`config.mk`:
```
export PLATFORM = sky130hd
export DESIGN_NAME = tga_rle_pixel_decoder
export DESIGN_NICKNAME = d
export VERILOG_FILES = /design/src/sv/trle_pkg.sv /design/src/sv/trle_in_stage.sv /design/src/sv/trle_core.sv /design/src/sv/trle_out_reg.sv /design/src/sv/tga_rle_pixel_decoder.sv
export SDC_FILE = /design/constraint.sdc
export NUM_CORES = 1
export LEC_CHECK = 0
export ABC_AREA = 1
export ABC_CLOCK_PERIOD_IN_PS = 9700
export BUFFER_PORTS_ARGS = -buffer_cell sky130_fd_sc_hd__clkbuf_2
export CAP_MARGIN = 20
export CORE_MARGIN = 2
export CORE_UTILIZATION = 30
export CTS_CLUSTER_SIZE = 10
export DETAILED_ROUTE_END_ITERATION = 10
export GPL_TIMING_DRIVEN = 0
export PLACE_DENSITY = 0.46
export SETUP_SLACK_MARGIN = 0.3
export SLEW_MARGIN = 20
export SYNTH_ARGS = -nofsm -noshare
export SYNTH_HDL_FRONTEND = slang
export SYNTH_SLANG_ARGS = --single-unit
```
`constraint.sdc`:
```
create_clock -name clk -period 9.7 [get_ports clk]
set_input_delay 0.97 -clock clk [delete_from_list [all_inputs] [get_ports clk]]
set_output_delay 0.97 -clock clk [all_outputs]
set_load 0.01 [all_outputs]
```
`src/sv/trle_pkg.sv`:
```
// ----------------------------------------------------------------------------
// trle_pkg
// shared types and constants for the tga rle pixel decoder
// ----------------------------------------------------------------------------
package trle_pkg;

  typedef enum logic [5:0] {
    PH_IDLE     = 6'b000001,
    PH_HEADER   = 6'b000010,
    PH_SKIP_ID  = 6'b000100,
    PH_PACKET   = 6'b001000,
    PH_PIXEL    = 6'b010000,
    PH_FINISHED = 6'b100000
  } phase_t;

  localparam logic [1:0] KIND_RUN         = 2'd0;
  localparam logic [1:0] KIND_UNSUPPORTED = 2'd1;
  localparam logic [1:0] KIND_EMPTY       = 2'd2;

  localparam logic [7:0] TYPE_RAW = 8'd2;
  localparam logic [7:0] TYPE_RLE = 8'd10;

  localparam logic [4:0] BPP_RGB  = 5'd3;
  localparam logic [4:0] BPP_RGBA = 5'd4;

  localparam logic [4:0] HDR_ID_LEN   = 5'd0;
  localparam logic [4:0] HDR_TYPE     = 5'd2;
  localparam logic [4:0] HDR_WIDTH_LO = 5'd12;
  localparam logic [4:0] HDR_WIDTH_HI = 5'd13;
  localparam logic [4:0] HDR_HEIGHT_LO = 5'd14;
  localparam logic [4:0] HDR_HEIGHT_HI = 5'd15;
  localparam logic [4:0] HDR_DEPTH    = 5'd16;
  localparam logic [4:0] HDR_DESC     = 5'd17;
  localparam logic [4:0] HDR_END      = 5'd18;

  typedef struct packed {
    logic [7:0] stream_byte;
    logic       file_start;
  } in_item_t;

  typedef struct packed {
    logic [1:0]  result_kind;
    logic [31:0] pixel_index;
    logic [7:0]  run_length;
    logic [7:0]  red;
    logic [7:0]  green;
    logic [7:0]  blue;
    logic [7:0]  alpha;
    logic        has_alpha;
    logic        origin_top_left;
    logic [15:0] image_width;
    logic [15:0] image_height;
    logic        image_done;
  } result_t;

endpackage

```
`src/sv/trle_in_stage.sv`:
```
// ----------------------------------------------------------------------------
// trle_in_stage
// input register holding one byte item ahead of the decode logic
// ----------------------------------------------------------------------------
module trle_in_stage
  import trle_pkg::*;
(
  input  logic     clk,
  input  logic     rst,
  input  logic     in_valid,
  output logic     in_ready,
  input  in_item_t in_item,
  input  logic     advance,
  output logic     stage_valid,
  output in_item_t stage_item
);

  assign in_ready = !stage_valid || advance;

  always_ff @(posedge clk) begin
    if (rst) begin
      stage_valid <= 1'b0;
    end else if (in_ready) begin
      stage_valid <= in_valid;
    end
  end

  always_ff @(posedge clk) begin
    if (in_ready && in_valid) begin
      stage_item <= in_item;
    end
  end

endmodule

```
`src/sv/trle_core.sv`:
```
// ----------------------------------------------------------------------------
// trle_core
// header parse, packet and pixel decode state, one byte item per advance
// ----------------------------------------------------------------------------
module trle_core
  import trle_pkg::*;
#(
  parameter int PIXEL_COUNT_BITS = 32
) (
  input  logic     clk,
  input  logic     rst,
  input  logic     stage_valid,
  input  in_item_t stage_item,
  input  logic     advance,
  output logic     res_valid,
  output result_t  res
);

  localparam int PB = PIXEL_COUNT_BITS;

  phase_t          phase, phase_next;
  logic [4:0]      header_position, header_position_next;
  logic [7:0]      id_bytes_left, id_bytes_left_next;
  logic [7:0]      image_type, image_type_next;
  logic [15:0]     width_reg, width_reg_next;
  logic [15:0]     height_reg, height_reg_next;
  logic [4:0]      bytes_per_pixel, bytes_per_pixel_next;
  logic            top_origin_flag, top_origin_flag_next;
  logic [PB-1:0]   total, total_next;
  logic [PB-1:0]   pixels_done, pixels_done_next;
  logic [PB-1:0]   remaining, remaining_next;
  logic [7:0]      packet_pixels_left, packet_pixels_left_next;
  logic            packet_is_run, packet_is_run_next;
  logic [1:0]      byte_in_pixel, byte_in_pixel_next;
  logic [7:0]      colour [4];
  logic [7:0]      colour_next [4];

  phase_t          cur_phase;
  logic [4:0]      cur_pos;
  logic [7:0]      b;
  logic [31:0]     prod;
  logic [PB-1:0]   prod_sat;
  logic            is_rle;
  logic            four;
  logic            supported;
  logic [7:0]      len;
  logic [PB-1:0]   len_ext;
  logic [PB-1:0]   ppl_ext;
  logic            done;
  phase_t          data_phase;

  assign b          = stage_item.stream_byte;
  assign cur_phase  = stage_item.file_start ? PH_HEADER : phase;
  assign cur_pos    = stage_item.file_start ? 5'd0 : header_position;
  assign is_rle     = (image_type == TYPE_RLE);
  assign four       = (bytes_per_pixel == BPP_RGBA);
  assign data_phase = is_rle ? PH_PACKET : PH_PIXEL;
  assign supported  = (image_type == TYPE_RAW || image_type == TYPE_RLE) &&
                      (bytes_per_pixel == BPP_RGB || bytes_per_pixel == BPP_RGBA);

  assign prod = {16'd0, width_reg} * {16'd0, height_reg};
  always_comb begin
    if ((prod >> PB) != 32'd0) begin
      prod_sat = '1;
    end else begin
      prod_sat = prod[PB-1:0];
    end
  end

  assign ppl_ext = {{(PB-8){1'b0}}, packet_pixels_left};

  always_comb begin
    phase_next              = phase;
    header_position_next    = header_position;
    id_bytes_left_next      = id_bytes_left;
    image_type_next         = image_type;
    width_reg_next          = width_reg;
    height_reg_next         = height_reg;
    bytes_per_pixel_next    = bytes_per_pixel;
    top_origin_flag_next    = top_origin_flag;
    total_next              = total;
    pixels_done_next        = pixels_done;
    remaining_next          = remaining;
    packet_pixels_left_next = packet_pixels_left;
    packet_is_run_next      = packet_is_run;
    byte_in_pixel_next      = byte_in_pixel;
    colour_next             = colour;
    len                     = 8'd1;
    len_ext                 = '0;
    done                    = 1'b0;
    res_valid               = 1'b0;
    res                     = '0;

    if (stage_item.file_start) begin
      phase_next = PH_HEADER;
    end

    case (cur_phase)
      PH_HEADER: begin
        case (cur_pos)
          HDR_ID_LEN:    id_bytes_left_next = b;
          HDR_TYPE:      image_type_next = b;
          HDR_WIDTH_LO:  width_reg_next[7:0] = b;
          HDR_WIDTH_HI:  width_reg_next[15:8] = b;
          HDR_HEIGHT_LO: height_reg_next[7:0] = b;
          HDR_HEIGHT_HI: height_reg_next[15:8] = b;
          HDR_DEPTH: begin
            bytes_per_pixel_next = b[7:3];
            total_next           = prod_sat;
          end
          HDR_DESC:      top_origin_flag_next = b[5];
          default:       ;
        endcase
        if (cur_pos < HDR_DESC) begin
          header_position_next = cur_pos + 5'd1;
        end else begin
          header_position_next    = HDR_END;
          pixels_done_next        = '0;
          remaining_next          = total;
          packet_pixels_left_next = 8'd0;
          packet_is_run_next      = 1'b0;
          byte_in_pixel_next      = 2'd0;
          res.origin_top_left     = b[5];
          res.image_width         = width_reg;
          res.image_height        = height_reg;
          res.image_done          = 1'b1;
          if (!supported) begin
            phase_next      = PH_FINISHED;
            res_valid       = 1'b1;
            res.result_kind = KIND_UNSUPPORTED;
          end else if (width_reg == 16'd0 || height_reg == 16'd0) begin
            phase_next      = PH_FINISHED;
            res_valid       = 1'b1;
            res.result_kind = KIND_EMPTY;
            res.has_alpha   = four;
          end else if (id_bytes_left != 8'd0) begin
            phase_next = PH_SKIP_ID;
          end else begin
            phase_next = data_phase;
          end
        end
      end
      PH_SKIP_ID: begin
        id_bytes_left_next = id_bytes_left - 8'd1;
        if (id_bytes_left == 8'd1) begin
          phase_next = data_phase;
        end
      end
      PH_PACKET: begin
        packet_pixels_left_next = {1'b0, b[6:0]} + 8'd1;
        packet_is_run_next      = b[7];
        byte_in_pixel_next      = 2'd0;
        phase_next              = PH_PIXEL;
      end
      PH_PIXEL: begin
        colour_next[byte_in_pixel] = b;
        if ({3'd0, byte_in_pixel} + 5'd1 < bytes_per_pixel) begin
          byte_in_pixel_next = byte_in_pixel + 2'd1;
        end else begin
          byte_in_pixel_next = 2'd0;
          if (is_rle && packet_is_run) begin
            if (remaining < ppl_ext) begin
              len = remaining[7:0];
            end else begin
              len = packet_pixels_left;
            end
            packet_pixels_left_next = 8'd0;
          end else begin
            len = 8'd1;
            if (is_rle && packet_pixels_left != 8'd0) begin
              packet_pixels_left_next = packet_pixels_left - 8'd1;
            end
          end
          len_ext          = {{(PB-8){1'b0}}, len};
          pixels_done_next = pixels_done + len_ext;
          remaining_next   = remaining - len_ext;
          done             = (remaining == len_ext);
          if (done) begin
            phase_next = PH_FINISHED;
          end else if (is_rle && packet_pixels_left_next == 8'd0) begin
            phase_next = PH_PACKET;
          end
          res_valid           = 1'b1;
          res.result_kind     = KIND_RUN;
          res.pixel_index     = 32'(pixels_done);
          res.run_length      = len;
          res.red             = colour_next[2];
          res.green           = colour_next[1];
          res.blue            = colour_next[0];
          res.alpha           = four ? colour_next[3] : 8'd0;
          res.has_alpha       = four;
          res.origin_top_left = top_origin_flag;
          res.image_width     = width_reg;
          res.image_height    = height_reg;
          res.image_done      = done;
        end
      end
      default: ;
    endcase

    if (!stage_valid) begin
      res_valid = 1'b0;
    end
  end

  always_ff @(posedge clk) begin
    if (rst) begin
      phase              <= PH_IDLE;
      header_position    <= 5'd0;
      id_bytes_left      <= 8'd0;
      image_type         <= 8'd0;
      width_reg          <= 16'd0;
      height_reg         <= 16'd0;
      bytes_per_pixel    <= 5'd0;
      top_origin_flag    <= 1'b0;
      total              <= '0;
      pixels_done        <= '0;
      remaining          <= '0;
      packet_pixels_left <= 8'd0;
      packet_is_run      <= 1'b0;
      byte_in_pixel      <= 2'd0;
    end else if (advance) begin
      phase              <= phase_next;
      header_position    <= header_position_next;
      id_bytes_left      <= id_bytes_left_next;
      image_type         <= image_type_next;
      width_reg          <= width_reg_next;
      height_reg         <= height_reg_next;
      bytes_per_pixel    <= bytes_per_pixel_next;
      top_origin_flag    <= top_origin_flag_next;
      total              <= total_next;
      pixels_done        <= pixels_done_next;
      remaining          <= remaining_next;
      packet_pixels_left <= packet_pixels_left_next;
      packet_is_run      <= packet_is_run_next;
      byte_in_pixel      <= byte_in_pixel_next;
    end
  end

  always_ff @(posedge clk) begin
    if (advance) begin
      colour <= colour_next;
    end
  end

endmodule

```
`src/sv/trle_out_reg.sv`:
```
// ----------------------------------------------------------------------------
// trle_out_reg
// result register holding one item until the receiver takes it
// ----------------------------------------------------------------------------
module trle_out_reg
  import trle_pkg::*;
(
  input  logic    clk,
  input  logic    rst,
  input  logic    load,
  input  result_t res,
  input  logic    out_ready,
  output logic    out_valid,
  output result_t out_item
);

  always_ff @(posedge clk) begin
    if (rst) begin
      out_valid <= 1'b0;
    end else if (load) begin
      out_valid <= 1'b1;
    end else if (out_ready) begin
      out_valid <= 1'b0;
    end
  end

  always_ff @(posedge clk) begin
    if (load) begin
      out_item <= res;
    end
  end

endmodule

```
`src/sv/tga_rle_pixel_decoder.sv`:
```
// ----------------------------------------------------------------------------
// tga_rle_pixel_decoder
// streaming decoder for true-color tga files, raw and rle, 24 and 32 bit
// ----------------------------------------------------------------------------
// the file arrives up to one byte item per cycle on the in channel (in_valid,
// in_ready, stream_byte, file_start); file_start marks header byte 0 and
// restarts parsing at any time. after the 18-byte header and the id field,
// each completed pixel or rle run produces one item on the out channel:
// the run color in rgb(a) order, its file-order start index and length.
// unsupported type or depth and empty images give a single item instead.
// an accepted byte sits in the input register, and the decode logic loads
// its result into the result register when the byte advances. throughput is
// one byte per cycle unless a result waits on a stalled receiver; every byte
// only updates small counters, and the pixel count comes from one 16x16
// multiply registered at header byte 16. a stalled receiver holds the result
// register; bytes that produce no result still pass, and one more byte waits
// in the input register before in_ready drops. reset empties both registers
// and returns the parser to waiting for a file start; bytes before any file
// start are dropped.
// ----------------------------------------------------------------------------
module tga_rle_pixel_decoder
  import trle_pkg::*;
#(
  parameter int PIXEL_COUNT_BITS = 32
) (
  input  logic        clk,
  input  logic        rst,
  input  logic        in_valid,
  output logic        in_ready,
  input  logic [7:0]  stream_byte,
  input  logic        file_start,
  output logic        out_valid,
  input  logic        out_ready,
  output logic [1:0]  result_kind,
  output logic [31:0] pixel_index,
  output logic [7:0]  run_length,
  output logic [7:0]  red,
  output logic [7:0]  green,
  output logic [7:0]  blue,
  output logic [7:0]  alpha,
  output logic        has_alpha,
  output logic        origin_top_left,
  output logic [15:0] image_width,
  output logic [15:0] image_height,
  output logic        image_done
);

  in_item_t in_item;
  in_item_t stage_item;
  logic     stage_valid;
  logic     advance;
  logic     res_valid;
  result_t  res;
  result_t  out_item;

  assign in_item.stream_byte = stream_byte;
  assign in_item.file_start  = file_start;

  assign advance = stage_valid && (!res_valid || !out_valid || out_ready);

  trle_in_stage u_in (
    .clk         (clk),
    .rst         (rst),
    .in_valid    (in_valid),
    .in_ready    (in_ready),
    .in_item     (in_item),
    .advance     (advance),
    .stage_valid (stage_valid),
    .stage_item  (stage_item)
  );

  trle_core #(
    .PIXEL_COUNT_BITS (PIXEL_COUNT_BITS)
  ) u_core (
    .clk         (clk),
    .rst         (rst),
    .stage_valid (stage_valid),
    .stage_item  (stage_item),
    .advance     (advance),
    .res_valid   (res_valid),
    .res         (res)
  );

  trle_out_reg u_out (
    .clk       (clk),
    .rst       (rst),
    .load      (advance && res_valid),
    .res       (res),
    .out_ready (out_ready),
    .out_valid (out_valid),
    .out_item  (out_item)
  );

  assign result_kind     = out_item.result_kind;
  assign pixel_index     = out_item.pixel_index;
  assign run_length      = out_item.run_length;
  assign red             = out_item.red;
  assign green           = out_item.green;
  assign blue            = out_item.blue;
  assign alpha           = out_item.alpha;
  assign has_alpha       = out_item.has_alpha;
  assign origin_top_left = out_item.origin_top_left;
  assign image_width     = out_item.image_width;
  assign image_height    = out_item.image_height;
  assign image_done      = out_item.image_done;

endmodule

```
## After elaboration in Yosys (flattened, before gate mapping)

Cells that the tools add are included.

- Bits in registers: 324
- Input port bits: 13
- Output and inout bits: 111
- Logic and storage cells: 174

- $add $sub $neg: 8
- Multipliers: 1
- Magnitude comparators: 5
- Equality and inequality tests: 20
- Mux-type cells: 57
- Bitwise logic cells: 3
- Reductions and logical operators: 44

Operator list:

| operator | number |
|---|---|
| $mux W32 | 4 |
| $pmux W32 S2 | 2 |
| $mux W8 | 12 |
| $mux W35 | 2 |
| $pmux W35 S2 | 1 |
| $mux W6 | 9 |
| $add A32 B8 Y32 | 1 |
| $bwmux W32 | 1 |
| $eq A32 B8 Y1 | 1 |
| $logic_not A16 Y1 | 2 |
| $lt A32 B8 Y1 | 1 |
| $mul A16 B16 Y32 | 1 |
| $sub A32 B8 Y32 | 1 |
| $reduce_and A3 Y1 | 10 |
| $pmux W6 S4 | 1 |
| $pmux W8 S3 | 1 |
| $eq A5 B4 Y1 const B | 4 |
| $demux W8 S2 | 1 |
| $pmux W8 S2 | 1 |
| $reduce_bool A8 Y1 | 2 |
| $sub A8 B1 Y8 const B | 2 |
| $mux W5 | 3 |
| $eq A5 B2 Y1 const B | 2 |
| $eq A5 B5 Y1 const B | 2 |
| other kinds (35) | 71 |

## Longest topological paths before layout

Gate-level depths: netlist (run 1).

- Depth in word-level cells: 13
- Gate-level depth with buffers: 27
- Gate-level depth less buffers: 25

## By module

Synthesis (run 1) repeated with hierarchy kept, for this count alone.

- Cell total of the unflattened synthesis: 3,156
- Area, all modules: 24,607.4 um2

By module, submodules not included:

| module | instances | cells an instance | area each (um2) |
|---|---|---|---|
| trle_core | 1 | 3,021 | 20,942.6 |
| trle_out_reg | 1 | 114 | 3,313.2 |
| trle_in_stage | 1 | 15 | 317.8 |
| tga_rle_pixel_decoder | 1 | 6 | 33.8 |

## Least setup slack after synthesis (run 1)

OpenSTA, ideal clock, no wires.

- Kind: register to register
- Start point: reg u_core.byte_in_pixel[0]
- End point: reg, netlist name u_out.out_item[0]
- Arrival: 6.589 ns
- Slack: 2.533 ns
- Stages on the path, launching flop included: 13
- Buffers on the path: 1
- Clock period less this slack: 7.167 ns
- Cells stage by stage: dfxtp_1 -> inv_1 -> ha_1 -> ha_1 -> nand4_1 -> nand2_1 -> inv_1 -> nor2_1 -> inv_1 -> clkbuf_1 -> nand2_1 -> nand3_1 -> nor2_1

- Word-level cells in the longest chain between the ends: 10

RTL lines:

| item | RTL line | text |
|---|---|---|
| start: declaration | trle_core.sv:34 | `logic [1:0] byte_in_pixel, byte_in_pixel_next;` |
| start signal: assignment | trle_core.sv:236 | `byte_in_pixel <= byte_in_pixel_next;` |
| $add A2 B1 Y3 * | trle_core.sv:157 | `if ({3'd0, byte_in_pixel} + 5'd1 < bytes_per_pixel) begin` |
| $lt A5 B5 Y1 * | trle_core.sv:157 |  |
| $mux W1 * | trle_core.sv:157 |  |
| $pmux W1 S2 * | trle_core.sv:98 | `case (cur_phase)` |
| $mux W1 * | trle_core.sv:201 | `if (!stage_valid) begin` |
| $logic_not A1 Y1 | tga_rle_pixel_decoder.sv:59 | `assign advance = stage_valid && (!res_valid \|\| !out_valid \|\| out_ready);` |
| $logic_or A1 B1 Y1 (2 in series) | tga_rle_pixel_decoder.sv:59 |  |
| $logic_and A1 B1 Y1 | tga_rle_pixel_decoder.sv:59 |  |
| $logic_and A1 B1 Y1 * | tga_rle_pixel_decoder.sv:87 | `.load (advance && res_valid),` |
| net u_out.load | trle_out_reg.sv:10 | `input logic load,` |

The timed path passes the listed nets; every way through them passes the cells marked *.
A chain may end at the register's enable or synchronous reset.

## Final worst setup path (run 1)

- Start point: reg u_core.width_reg[10]
- End point: reg u_core.total[24]

- Word-level cells in the longest chain between the ends: 12
- Elaborated cells between the ends (all ways): 13
- Classes of those cells: mul (1); mux (5); reduce/logical (7)

RTL lines:

| item | RTL line | text |
|---|---|---|
| start: declaration | trle_core.sv:25 | `logic [15:0] width_reg, width_reg_next;` |
| start signal: assignment | trle_core.sv:227 | `width_reg <= width_reg_next;` |
| parallel branches: the longest is 12 deep, another holds $mul A16 B16 Y32 | -- |  |
| end signal: assignment | trle_core.sv:231 | `total <= total_next;` |
| end: declaration | trle_core.sv:29 | `logic [PB-1:0] total, total_next;` |

Several ways; the timed one is not identified.

==> out/summary.md, run 1 <==
The total die area is 88390 µm², and the number of flip-flops in the largest register is 109. TritonCTS built the clock tree. The logs give 67600 µm for the half-perimeter wire length after detailed placement and 22620 for the count of vias placed by the detailed router. Max-cap violations in this run came to 0.

The congestion estimate from routability-driven global placement came to 0.9039. In the post-route analysis, the smallest setup slack over all paths is 3.021 ns. The share of the Yosys chip area taken by registers is 30.95%. The kind of end point of the critical path is a flip-flop.

The tools report the static leakage power as 14.08 nW. The vertical die dimension is 297.3 µm. The worst setup path is of the flip-flop to flip-flop kind. Startpoint class of the critical path: a flip-flop.

The first global-routing pass estimated 133000 µm of wire. The largest fanout on the critical path is 10, and the number of antenna violations at the first check in global routing is 0. Ranked by flip-flop count, first place goes to u_out.out_item.

Measured along the x axis, the die boundary spans 297.3 µm. After clock tree synthesis, the flow added hold-fix buffers numbering 0. Grouping stages by cell kind, the critical path spends the most delay in adder cells. The floorplan has 107 rows.

The run gives 7988 µm² as the sequential cell area in the final layout. The area added between synthesis and finish is 13.52%. Leaving out fill and tap cells, the most frequent cells in the layout are nand2_1 (888), inv_1 (654), nor2_1 (334), fa_1 (196), a21oi_1 (175). Once the clock tree was built, the setup fixing pass inserted 0 buffers. The stage delay of the slowest cell on the critical path works out to 0.61 ns. The critical path goes through buf_2, clkbuf_1, nand2_1, fa_1, fa_1, fa_1, fa_1, inv_1, fa_1, inv_1, fa_1, inv_1, ha_1, a21oi_1, o21ai_0, a21oi_1, o21ai_0, a21oi_1, o21ai_0, nand2_1, nand2_1, nor2_1, nor2_1. Number of diodes: 0.

For the count of warnings emitted by yosys, the log shows 0. In the synthesized netlist the dominant register cell turns out to be dfxtp_1. During I/O placement, the number of pins put on the boundary was 124.

The final worst-path cycle share was 68.86%; the detail-routed net length per standard cell was 18.09 µm. The number of setup violations in the final report came out at 0. The share of post-route cells with drive strength above 1 is 7.659%, and the share of synthesized flip-flops with an asynchronous set or reset is 0%. The filler cells instantiated in the layout total 9416. Setup repair after global routing left no endpoint under its margin. Once layout is done, the placed cells without fillers occupy 29300 µm².

Once the floorplan was initialized, standard cells occupied 30.31% of the core. The number of buffers and inverters on the critical path was 5. Footprint of the multi-input gates: 14710 µm². The number of different library cells used by synthesis comes to 52. The synthesized area per cell is 7.481 µm², and the flop and latch count out of synthesis is 324.

CTS saw 324 sinks. The worst clock skew is 0.04552 ns. The tools report the largest net degree at the start of global routing as 28. The via count of the first global-routing pass was 22240. The data required time of the worst path was 10.16 ns; the number of flops mapped to enable cells by yosys was 150. The tools report the post-layout total power as 3.221 mW. For this block, the initial DRC count from the detailed router was 1614. The total area inside the core boundary comes to 85150 µm². The worst pin sits at a relative slew slack of 33.66%. The root buffer cell chosen for the clock tree is clkbuf_16. For flop-to-flop paths, the worst setup slack is 3.02 ns. The minimum clock period was 6.679 ns. Summing all placed instances gives a cell area of 27980 µm².

Buffers placed on the I/O ports in this run total 122. The number of hold violations in the final report was 0; the peak clock frequency supported by timing was 149.7 MHz. The clock transition at the registers of the reported paths works out to 0.06 ns. The measured slew at the worst slew-check pin works out to 0.9951 ns. Leaving out fill and tap cells, the most frequent cell in the layout is nand2_1. The run finished with clean final reports. The mean number of vias per cell works out to 4.711.

Clock insertion delay at the later pin of the skew report: 0.61 ns. On the final layout, the worst hold slack is 0.4684 ns. The setup slack after placement came out at 3.076 ns. Gates resized during post-CTS repair numbered 0. Among all stages on the critical path, the largest delay is contributed by fa_1. After detailed routing, the number of remaining DRC violations is 0. In this run, CTS created clock tree buffers numbering 43.

The post-synthesis instance area is 25810 µm². The cell that appears most often on the critical path is fa_1. The tools report the aggregate global routing overflow as 0. The net count of the finished layout is 3974.

The count of nets left with antenna violations after detail routing is 0, and the H-tree depth reported by CTS is 2. No sink is reached through more buffers than the 3 on the longest clock path. The count of final max-slew check failures was 0. STA puts the critical path data arrival time at 7.14 ns. For this run, the total global-route usage over all layers was measured as 19.42%. Total nets after synthesis: 3802.

Kind of path behind the tightest hold check: flip-flop to flip-flop. The first detailed-routing pass ran for 5 iterations. The worst-case IR drop observed on VDD is 112.0 µV. The routed design has 86810 µm of wire. The cell count after synthesis came out at 3450. In this run the power density over the cells is 109.9 nW/µm².
## per-stage QoR
step	cells	setup TNS, ns	utilization [%]
5_1_grt	4800	0	34.41
6_report	4800	0	34.41
4_1_cts	4800	0	34.40
3_5_place_dp	4721	0	32.86
3_3_place_gp	4716	-215.53	32.71
2_1_floorplan	3450	0	-
## final cells by class
class                           count  area share, %
Multi-Input combinational cell   2315          50.20
Timing Repair Buffer              127          2.426
Inverter                          661          8.469
Tap cell                         1144          4.886
Buffer                            150          2.272
Sequential cell                   324          27.26
Clock buffer                       63          4.002
Clock inverter                     16         0.4783
## where the power goes
group / leakage, nW / switching, mW / internal [mW]
Combinational: 10.7 / 0.186 / 0.0633
Sequential: 2.73 / 0.0157 / 1.43
Clock: 0.640 / 0.653 / 0.873
Total: 14.1 / 0.854 / 2.37
## logic make-up after synthesis
family	Yosys count	synth area share, %
fa+ha+maj	339	22.14
mux	5	0.1939
flops	324	30.95
simple gates	1565	25.16
compound gates	339	7.093
buf+inv	811	12.19
xor+xnor	67	2.274
## metal layers
metal  vias to the layer above  GRT usage [%]  wire, µm
met5                         -              0         0
met1                     10870          27.15     40510
li1                      11070              -         -
met3                       106          2.060      4113
met4                         0          4.642      1916
met2                       567          32.11     40270
## path summary, 6_finish.rpt
path,startpoint,end,depth (start not counted)
worst max-delay path,u_core.width_reg[10],u_core.total[24],23
worst min-delay path,u_core.total[2],u_core.total[2],2
worst max register to register,u_core.width_reg[10],u_core.total[24],23
worst min register to register,u_core.total[2],u_core.total[2],2
## worst min-delay path, stage by stage, from the launching register on
cell     delay [ns]
dfxtp_1        0.31
nand2_1        0.06
a21oi_1        0.06
## cells in the mapped netlist (all sizes together), types with 2 or more instances
| cell type | number | area (µm²) |
|---|---|---|
| clkbuf | 79 | 296.5 |
| edfxtp | 150 | 4504 |
| a21oi | 177 | 900.9 |
| ha | 143 | 1789 |
| nand4 | 73 | 456.7 |
| nor2 | 340 | 1291 |
| nand2b | 2 | 12.51 |
| a31oi | 3 | 18.77 |
| or2 | 7 | 43.79 |
| o21bai | 4 | 30.03 |
| xnor2 | 16 | 140.1 |
| a21boi | 3 | 22.52 |
| o21ai | 117 | 589.3 |
| dfxtp | 174 | 3483 |
| o22ai | 3 | 18.77 |
| nor4 | 10 | 83.83 |
| mux2i | 5 | 50.05 |
| o41ai | 2 | 17.52 |
| nor3 | 61 | 305.3 |
| nand3 | 171 | 870.8 |
| o21a | 3 | 22.52 |
| o211ai | 16 | 120.1 |
| inv | 659 | 2474 |
| xor2 | 51 | 446.7 |
| a221oi | 2 | 17.52 |
| fa | 196 | 3924 |
| nand2 | 897 | 3390 |
| a21o | 5 | 37.54 |
| clkinv | 2 | 7.510 |
| buf | 71 | 369.1 |
(Power assumes the default switching activity.)
==> inputs of run 2 (changes only) <==
Settings changed: ABC_CLOCK_PERIOD_IN_PS 9700 to 6300.
Clock period 9.7 ns to 6.3 ns, I/O delays scaled along.
==> run 2 against run 1 <==
Against the previous run:
- non-clock buffer count is 4 higher
- power up 57%
- critical path type unchanged
- largest power group unchanged
- die area did not move
- clock skew shrank 0.016 ns
- via count barely moved
- sequential share of layout area is 0.55 points lower
- first-iteration DRC count grew 6.7%
- critical path depth rose by 3
- routed wire length rose by 0.36%
- clock power grew 60%
- highest routed layer unchanged
- critical endpoint is now u_core.total[21]
- largest cell class unchanged
- utilization rose by 0.71 points
==> out/summary.md, run 2 (synthesis gave the netlist of run 1 again) <==
The run finished with clean final reports. STA classifies the critical path endpoint as a flip-flop. The depth of the worst register-to-register path is 26 (+13%), and the placer's final routability congestion estimate is 0.9121 (+0.91%). The number of antenna violations at the first check in global routing was 2 (+2); the detail-routed net length per standard cell was 18.14 µm (+0.27%).

The area added between synthesis and finish came out at 15.85%. The slack of the worst reg-to-reg path came out at 0.54 ns (-2.48 ns). The data required time of the worst path was 6.81 ns (-3.35 ns); the count of vias placed by the detailed router was 22600 (-0.084%). The post-layout total power was 5.062 mW (+57%); the largest fanout on the critical path was 10 (unchanged). The tools report the initial standard-cell utilization of the core as 30.31% (unchanged).

The peak ir drop on the vdd network is 155.6 µV (+39%), and the total iterations of the first detailed-routing run is 7 (+2). The measured slew at the worst slew-check pin is 1.110 ns (+0.1146 ns), and the worst clock skew is 0.02915 ns (-0.01637 ns). The number of setup violations in the final report was 0 (unchanged).

Count of final max-slew check failures: 0 (unchanged). The number of hold violations in the final report was 0 (unchanged); the clock insertion delay at the later pin of the skew report was 0.59 ns (-0.02 ns). STA classifies the critical path startpoint as a flip-flop. The kind of path behind the tightest hold check is input port to flip-flop. The net total in the final layout is 3978 (+0.10%), and the post-detailed-route DRC marker count is 0 (unchanged). The run gives 87120 µm (+0.36%) as the final wirelength. The DRC marker count from the first detailed-route iteration was 1722 (+6.7%); the total die area was 88390 µm² (unchanged).

The tools report the core box area as 85150 µm² (unchanged). The logs give 14.31 nW (+1.6%) for the static leakage power and 2 (unchanged) for the H-tree depth reported by CTS. The aggregate global routing overflow is 0 (unchanged), and the share of post-route cells with drive strength above 1 is 9.590% (+1.9 points). The startpoint identified for the worst register-to-register timing path is u_core.height_reg[8].

The final core utilization came out at 35.12% (+0.71 points). The critical path class was flip-flop to flip-flop. Buffer cell driving the clock tree root: clkbuf_16. For the peak clock frequency supported by timing, the log shows 173.7 MHz (+16%). The destination of the worst register-to-register timing path is u_core.total[21]. The post-route non-filler standard cell count is 4804 (+0.083%).

The number of CTS-inserted buffers was 43 (unchanged). For the global routing usage summed across all routing layers, the log shows 19.51% (+0.097 points). For the number of diodes, the log shows 0 (unchanged). The final worst-path cycle share is 91.37% (+23 points), and the number of flip-flops in the largest register is 109 (unchanged). The number of maximum-capacitance violations came out at 0 (unchanged). TritonCTS built the clock tree. The placement-stage cell area is 28010 µm² (+0.13%), and the arrival time of data at the critical path endpoint is 6.26 ns (-0.88 ns). The clock transition at the registers of the reported paths was 0.06 ns (about the same).

The vertical die dimension came out at 297.3 µm (unchanged). The number of instances in the placed design was 4722 (+0.021%); the largest net degree at the start of global routing was 27 (-3.6%). The minimum clock period is 5.757 ns (-0.9226 ns). The I/O pin total came out at 124 (unchanged). For the global-route wire length before repair, the log shows 134100 µm (+0.85%). Setup repair after global routing could not meet its margin everywhere.

The half-perimeter wire length after detailed placement was 67490 µm (-0.16%). For the maximum buffer depth of the clock tree, the log shows 3 (unchanged). More flip-flops sit in one register than any other, and that register is u_out.out_item. The mean number of vias per cell works out to 4.704 (-0.17%). In this run the worst setup path terminates at u_core.total[21]. The via count of the first global-routing pass is 22370 (+0.58%), and the count of input and output buffers is 122 (unchanged). The number of rows in the core area was 107 (unchanged).

The normalized max-slew margin was 25.45% (-8.2 points). The library cell used most frequently in the layout, excluding fill and tap cells, is nand2_1. Clock sink total: 324 (unchanged).

The top cell types in the final layout, fill and taps aside, are nand2_1 (884), inv_1 (654), nor2_1 (328), fa_1 (196), dfxtp_1 (174). The count of nets left with antenna violations after detail routing came out at 0 (unchanged). The launch point of the critical path was u_core.height_reg[8]. Power per standard cell area: 169.3 nW/µm² (+54%). Number of hold buffers added after CTS: 0 (unchanged). The die extent in x works out to 297.3 µm (unchanged). Cell area after layout: 29900 µm² (+2.1%).
-- run 2: worst min-delay path by stage --
| stage | from | to | slack, ns | cells after the start |
|---|---|---|---|---|
| CTS | stream_byte[1] | u_in.stage_item[2] | 0.18 | 1 |
| detailed placement | u_core.total[7] | u_core.total[7] | 0.46 | 2 |
| floorplan | u_core.total[1] | u_core.total[1] | 0.44 | 2 |
| global route | stream_byte[1] | u_in.stage_item[2] | 0.19 | 1 |
| global placement | u_core.id_bytes_left[1] | u_core.id_bytes_left[1] | 0.45 | 2 |
| finish | stream_byte[3] | u_in.stage_item[4] | 0.21 | 1 |
-- run 2: repair_timing --
item | 4_1_cts | 5_1_grt
hold endpoints to repair | 0 | 0
setup buffers | 0 | 2
gates resized for setup | 90 | 89
endpoints found under the setup margin | 20 | 19
pin swaps | 0 | 10
-- run 2: cell type report --
| class | count | area, µm² |
|---|---|---|
| Buffer | 150 | 915.9 |
| Clock buffer | 64 | 1195 |
| Tap cell | 1144 | 1431 |
| Multi-Input combinational cell | 2315 | 14940 |
| Timing Repair Buffer | 131 | 765.7 |
| Clock inverter | 15 | 182.7 |
| Sequential cell | 324 | 7988 |
| Inverter | 661 | 2481 |
| Fill cell | 9320 | 55250 |
-- run 2: worst max-delay path: stages (launching register included) --
cell and delay [ns]:
dfxtp_1 0.30, buf_2 0.23, buf_4 0.24, nand2_1 0.09
fa_1 0.51, inv_1 0.05, fa_1 0.49, inv_1 0.05
fa_1 0.53, inv_1 0.05, fa_1 0.40, fa_1 0.52
inv_1 0.06, fa_1 0.54, inv_1 0.09, ha_4 0.25
nand2_2 0.13, inv_1 0.07, nand2_1 0.06, nand2_1 0.08
a21oi_1 0.17, o21ai_2 0.11, a21oi_2 0.23, buf_4 0.14
xnor2_1 0.12, nor2_1 0.08, nor2_1 0.10
-- run 2: power by group --
| group | internal (mW) | switching [mW] | total (mW) |
|---|---|---|---|
| Clock | 1.44 | 1.01 | 2.45 |
| Combinational | 0.0977 | 0.289 | 0.387 |
| Sequential | 2.20 | 0.0238 | 2.23 |
| Total | 3.74 | 1.32 | 5.06 |
-- run 2: metrics by stage --
stage | setup WS, ns | hold slack (ns) | setup TNS [ns]
2_1_floorplan | 0.8545 | 0.4442 | 0
3_3_place_gp | -2.289 | 0.4547 | -250.59
3_5_place_dp | -0.3653 | 0.4599 | -3.548
4_1_cts | 0.2633 | 0.1806 | 0
5_1_grt | 0.2752 | 0.1856 | 0
6_report | 0.5434 | 0.2133 | 0
-- run 2: layer usage --
| metal | share of wire [%] | track usage [%] |
|---|---|---|
| met1 | 47 | 27.08 |
| met2 | 46 | 32.28 |
| met3 | 5.0 | 2.359 |
| met4 | 2.4 | 4.726 |
| met5 | 0 | 0 |
==> inputs of run 3 (changes only) <==
Settings changed: ABC_AREA 1 to unset.
==> run 3 against run 2 <==
Against the previous run:
- area after synthesis decreased by 7.5%
- maximum frequency is 4.6% lower
- clock skew down 0.014 ns
- sequential power about the same
- setup slack got worse by 0.28 ns
- global-route usage decreased by 0.63 points
- sequential share of layout area rose by 1.1 points
- critical path depth shrank 4
- utilization grew 1.5 points
- final cell count decreased by 19%
- power is 8.9% lower
- die area decreased by 7.4%
- critical path type unchanged
- largest cell class unchanged
==> out/summary.md, run 3 <==
The flow ran to the end, and the final reports show no timing, DRC or antenna violations. The data required time of the worst path is 6.79 ns (-0.02 ns). Sorting the synthesized cells by area gives the leading types as edfxtp_1 (19%), fa_1 (16%), dfxtp_1 (15%).

The synthesized area per cell was 9.341 µm² (+25%); the number of instances in the placed design was 3733 (-21%). The run gives 3148 (-21%) as the net total in the final layout. The static leakage power came out at 11.75 nW (-18%). The share of synthesized flip-flops with an asynchronous set or reset is 0% (unchanged), and the number of distinct standard cells referenced by the synthesized netlist is 100 (+92%). The number of flip-flops in the largest register is 109 (unchanged).

The aggregate global routing overflow is 0 (unchanged), and the flop and latch count out of synthesis is 324 (unchanged). Leaving out fill and tap cells, the most frequent cell in the layout is nand2_1. The count of input and output buffers is 122 (unchanged), and the count of nets left with antenna violations after detail routing is 0 (unchanged). The mean number of vias per cell was 4.995 (+6.2%). In this run the most critical hold path is launched from stream_byte[0]. The number of flops mapped to enable cells by yosys is 150 (unchanged). Clock tree synthesis selected as its root buffer the cell clkbuf_16. The tools report the post-detailed-route DRC marker count as 0 (unchanged). The global routing usage summed across all routing layers was 18.88% (-0.63 points). The dominant register cell in the synthesized netlist was dfxtp_1. The startpoint class of the critical path is a flip-flop. The register with the most flip-flops was u_out.out_item.

Setup repair after global routing could not meet its margin everywhere. The die extent in x is 286.1 µm (-3.8%), and the count of warnings emitted by yosys is 0 (unchanged). Vertical die dimension: 286.1 µm (-3.8%).

Launch point of the critical path: u_core.height_reg[4]. TritonCTS built the clock tree. The share of post-route cells with drive strength above 1 was 17.85% (+8.3 points). For the H-tree depth reported by CTS, the log shows 2 (unchanged). Leaving out fill and tap cells, the most frequent cells in the layout are nand2_1 (320), inv_1 (262), and2_1 (208), fa_1 (183), dfxtp_1 (159). The clock insertion delay at the later pin of the skew report is 0.56 ns (-0.03 ns), and the post-layout worst setup margin is 0.2651 ns (-0.2783 ns).

The final hold slack is 0.2486 ns (+0.03528 ns). The core box area is 78870 µm² (-7.4%). Fraction of the yosys area taken by sequential cells: 33.46% (+2.5 points). Total iterations of the first detailed-routing run: 5 (-2). The number of setup violations in the final report is 0 (unchanged). The number of diodes was 0 (unchanged); the initial standard-cell utilization of the core was 30.27% (-0.039 points).

The tools report the DRC marker count from the first detailed-route iteration as 1385 (-20%). The final worst-path cycle share came out at 95.79% (+4.4 points). The kind of path behind the tightest hold check is input port to flip-flop.

The power per standard cell area was 159.8 nW/µm² (-5.6%). The half-perimeter wire length after detailed placement is 56610 µm (-16%), and the area added between synthesis and finish is 20.93%. By count the netlist is led by nand2_1 (327), inv_1 (272), and2_1 (214). The run gives 28870 µm² (-3.4%) as the cell area after layout.

For the peak clock frequency supported by timing, the log shows 165.7 MHz (-4.6%). The peak ir drop on the vdd network is 155.1 µV (-0.33%). The via count of the first global-routing pass is 19530 (-13%), and the top-area cell type share of the netlist area is 18.87% (+1.4 points).

The number of CTS-inserted buffers was 39 (-9.3%). The run gives 0.01482 ns (-0.01432 ns) as the worst clock skew. The detail-routed net length per standard cell came out at 20.05 µm (+11%). The tools report the number of maximum-capacitance violations as 0 (unchanged).

Arrival time of data at the critical path endpoint: 6.53 ns (+0.27 ns). The run gives 0 (unchanged) as the number of hold violations in the final report. The maximum buffer depth of the clock tree came out at 3 (unchanged).

The number of hold buffers added after CTS is 0 (unchanged), and the largest fanout on the critical path is 10 (unchanged). The tools report the post-layout total power as 4.614 mW (-8.9%). The clock transition at the registers of the reported paths was 0.06 ns (about the same); the instance count of the mapped netlist was 2556 (-26%). The minimum clock period was 6.035 ns (+0.2783 ns); the placer's final routability congestion estimate was 0.8787 (-3.7%). The critical path class is flip-flop to flip-flop. The logs give 77690 µm (-11%) for the final wirelength and 31 (+15%) for the largest net degree at the start of global routing.

Global-route wire length before repair: 119500 µm (-11%). The run gives 20.97% (-4.5 points) as the normalized max-slew margin. Kind of end point of the critical path: a flip-flop. The run gives 23880 µm² (-7.5%) as the post-synthesis instance area. Number of rows in the core area: 103 (-3.7%). Summed over all instances, the cell type with the most area after synthesis is edfxtp_1. The post-route non-filler standard cell count is 3874 (-19%), and the measured slew at the worst slew-check pin is 1.178 ns (+0.06864 ns).

The setup slack after placement is -1.144 ns (-0.7789 ns). Total nets after synthesis: 2908 (-24%). In this run the critical register-to-register path is launched from u_core.height_reg[4].

Count of final max-slew check failures: 0 (unchanged). The clock sink total was 324 (unchanged); the number of antenna violations at the first check in global routing was 0 (-2). The total die area was 81860 µm² (-7.4%); the placement-stage cell area was 25930 µm² (-7.4%). The count of vias placed by the detailed router is 19350 (-14%), and the I/O pin total is 124 (unchanged).

Yosys instantiated no cell more often than nand2_1.
[run 3: cell count changes in the layout (fill, tap and decap cells not counted), moves of 38 or more]
cell / previous run / this run
and2_1: 1 / 208
nand2_1: 884 / 320
nor2_1: 328 / 149
buf_4: 27 / 69
inv_1: 654 / 262
xor2_1: 51 / 13
nand4_1: 73 / 21
nand3_1: 167 / 55
[run 3: critical path, stage by stage (launching register included)]
cell and delay (ns):
dfxtp_4 0.37, clkbuf_8 0.17, and2_1 0.18, fa_1 0.55
inv_2 0.04, fa_1 0.48, fa_1 0.51, inv_2 0.04
fa_1 0.52, fa_1 0.56, inv_1 0.05, fa_2 0.57
inv_2 0.05, ha_4 0.28, nand2_4 0.07, nor2_4 0.08
o211ai_1 0.14, a31oi_1 0.25, nor2_2 0.09, o211ai_1 0.20
o211ai_1 0.18, or4_1 0.50, nand3_1 0.08
[run 3: layer usage]
layer,wire length (µm),up-vias,GRT usage [%]
met3,3849,115,2.750
met2,36480,547,31.20
li1,-,9044,-
met1,34820,9645,25.72
met5,0,-,0
met4,2547,0,5.262
[run 3: layout make-up]
cell class	count	area (µm²)
timing repair buffer	200	1351
clock inverter	3	30.03
sequential	324	8019
buffer	153	1458
multi-input combinational	1805	14550
fill	8052	50000
clock buffer	66	1130
inverter	273	1025
tap	1050	1314
[run 3: power breakdown]
part           leakage (nW)  switching [mW]  internal (mW)  total (mW)
Combinational          8.52           0.190         0.0824       0.272
Sequential             2.67          0.0204           2.20        2.22
Clock                 0.556           0.903           1.22        2.12
Total                  11.8            1.11           3.50        4.61
[run 3: what timing repair did]
action	4_1_cts	5_1_grt
gates cloned	0	1
buffers inserted	38	34
pin swaps	35	48
gates resized for setup	233	91
setup endpoints to repair	21	12
[run 3: final timing paths]
path | endpoint | cells past startpoint | slack (ns)
max | u_core.total[21] | 22 | 0.27
min | u_in.stage_item[1] | 1 | 0.25
max reg2reg | u_core.total[21] | 22 | 0.27
min reg2reg | u_core.bytes_per_pixel[3] | 2 | 0.46
[run 3: stage by stage]
step	utilization, %	setup TNS (ns)
6_report	36.61	0
5_1_grt	36.61	0
2_1_floorplan	-	0
3_3_place_gp	32.72	-65.04
4_1_cts	35.92	0
3_5_place_dp	32.88	-12.74
[run 3: logic make-up after synthesis]
group / Yosys count / synth area share (%)
adders and majority gates: 339 / 23.93
DFF: 324 / 33.46
muxes: 50 / 2.269
and+or+nand+nor: 955 / 20.40
buffers and inverters: 427 / 7.248
AOI/OAI and AO/OA: 410 / 10.83
xor gates and xnor gates: 51 / 1.871
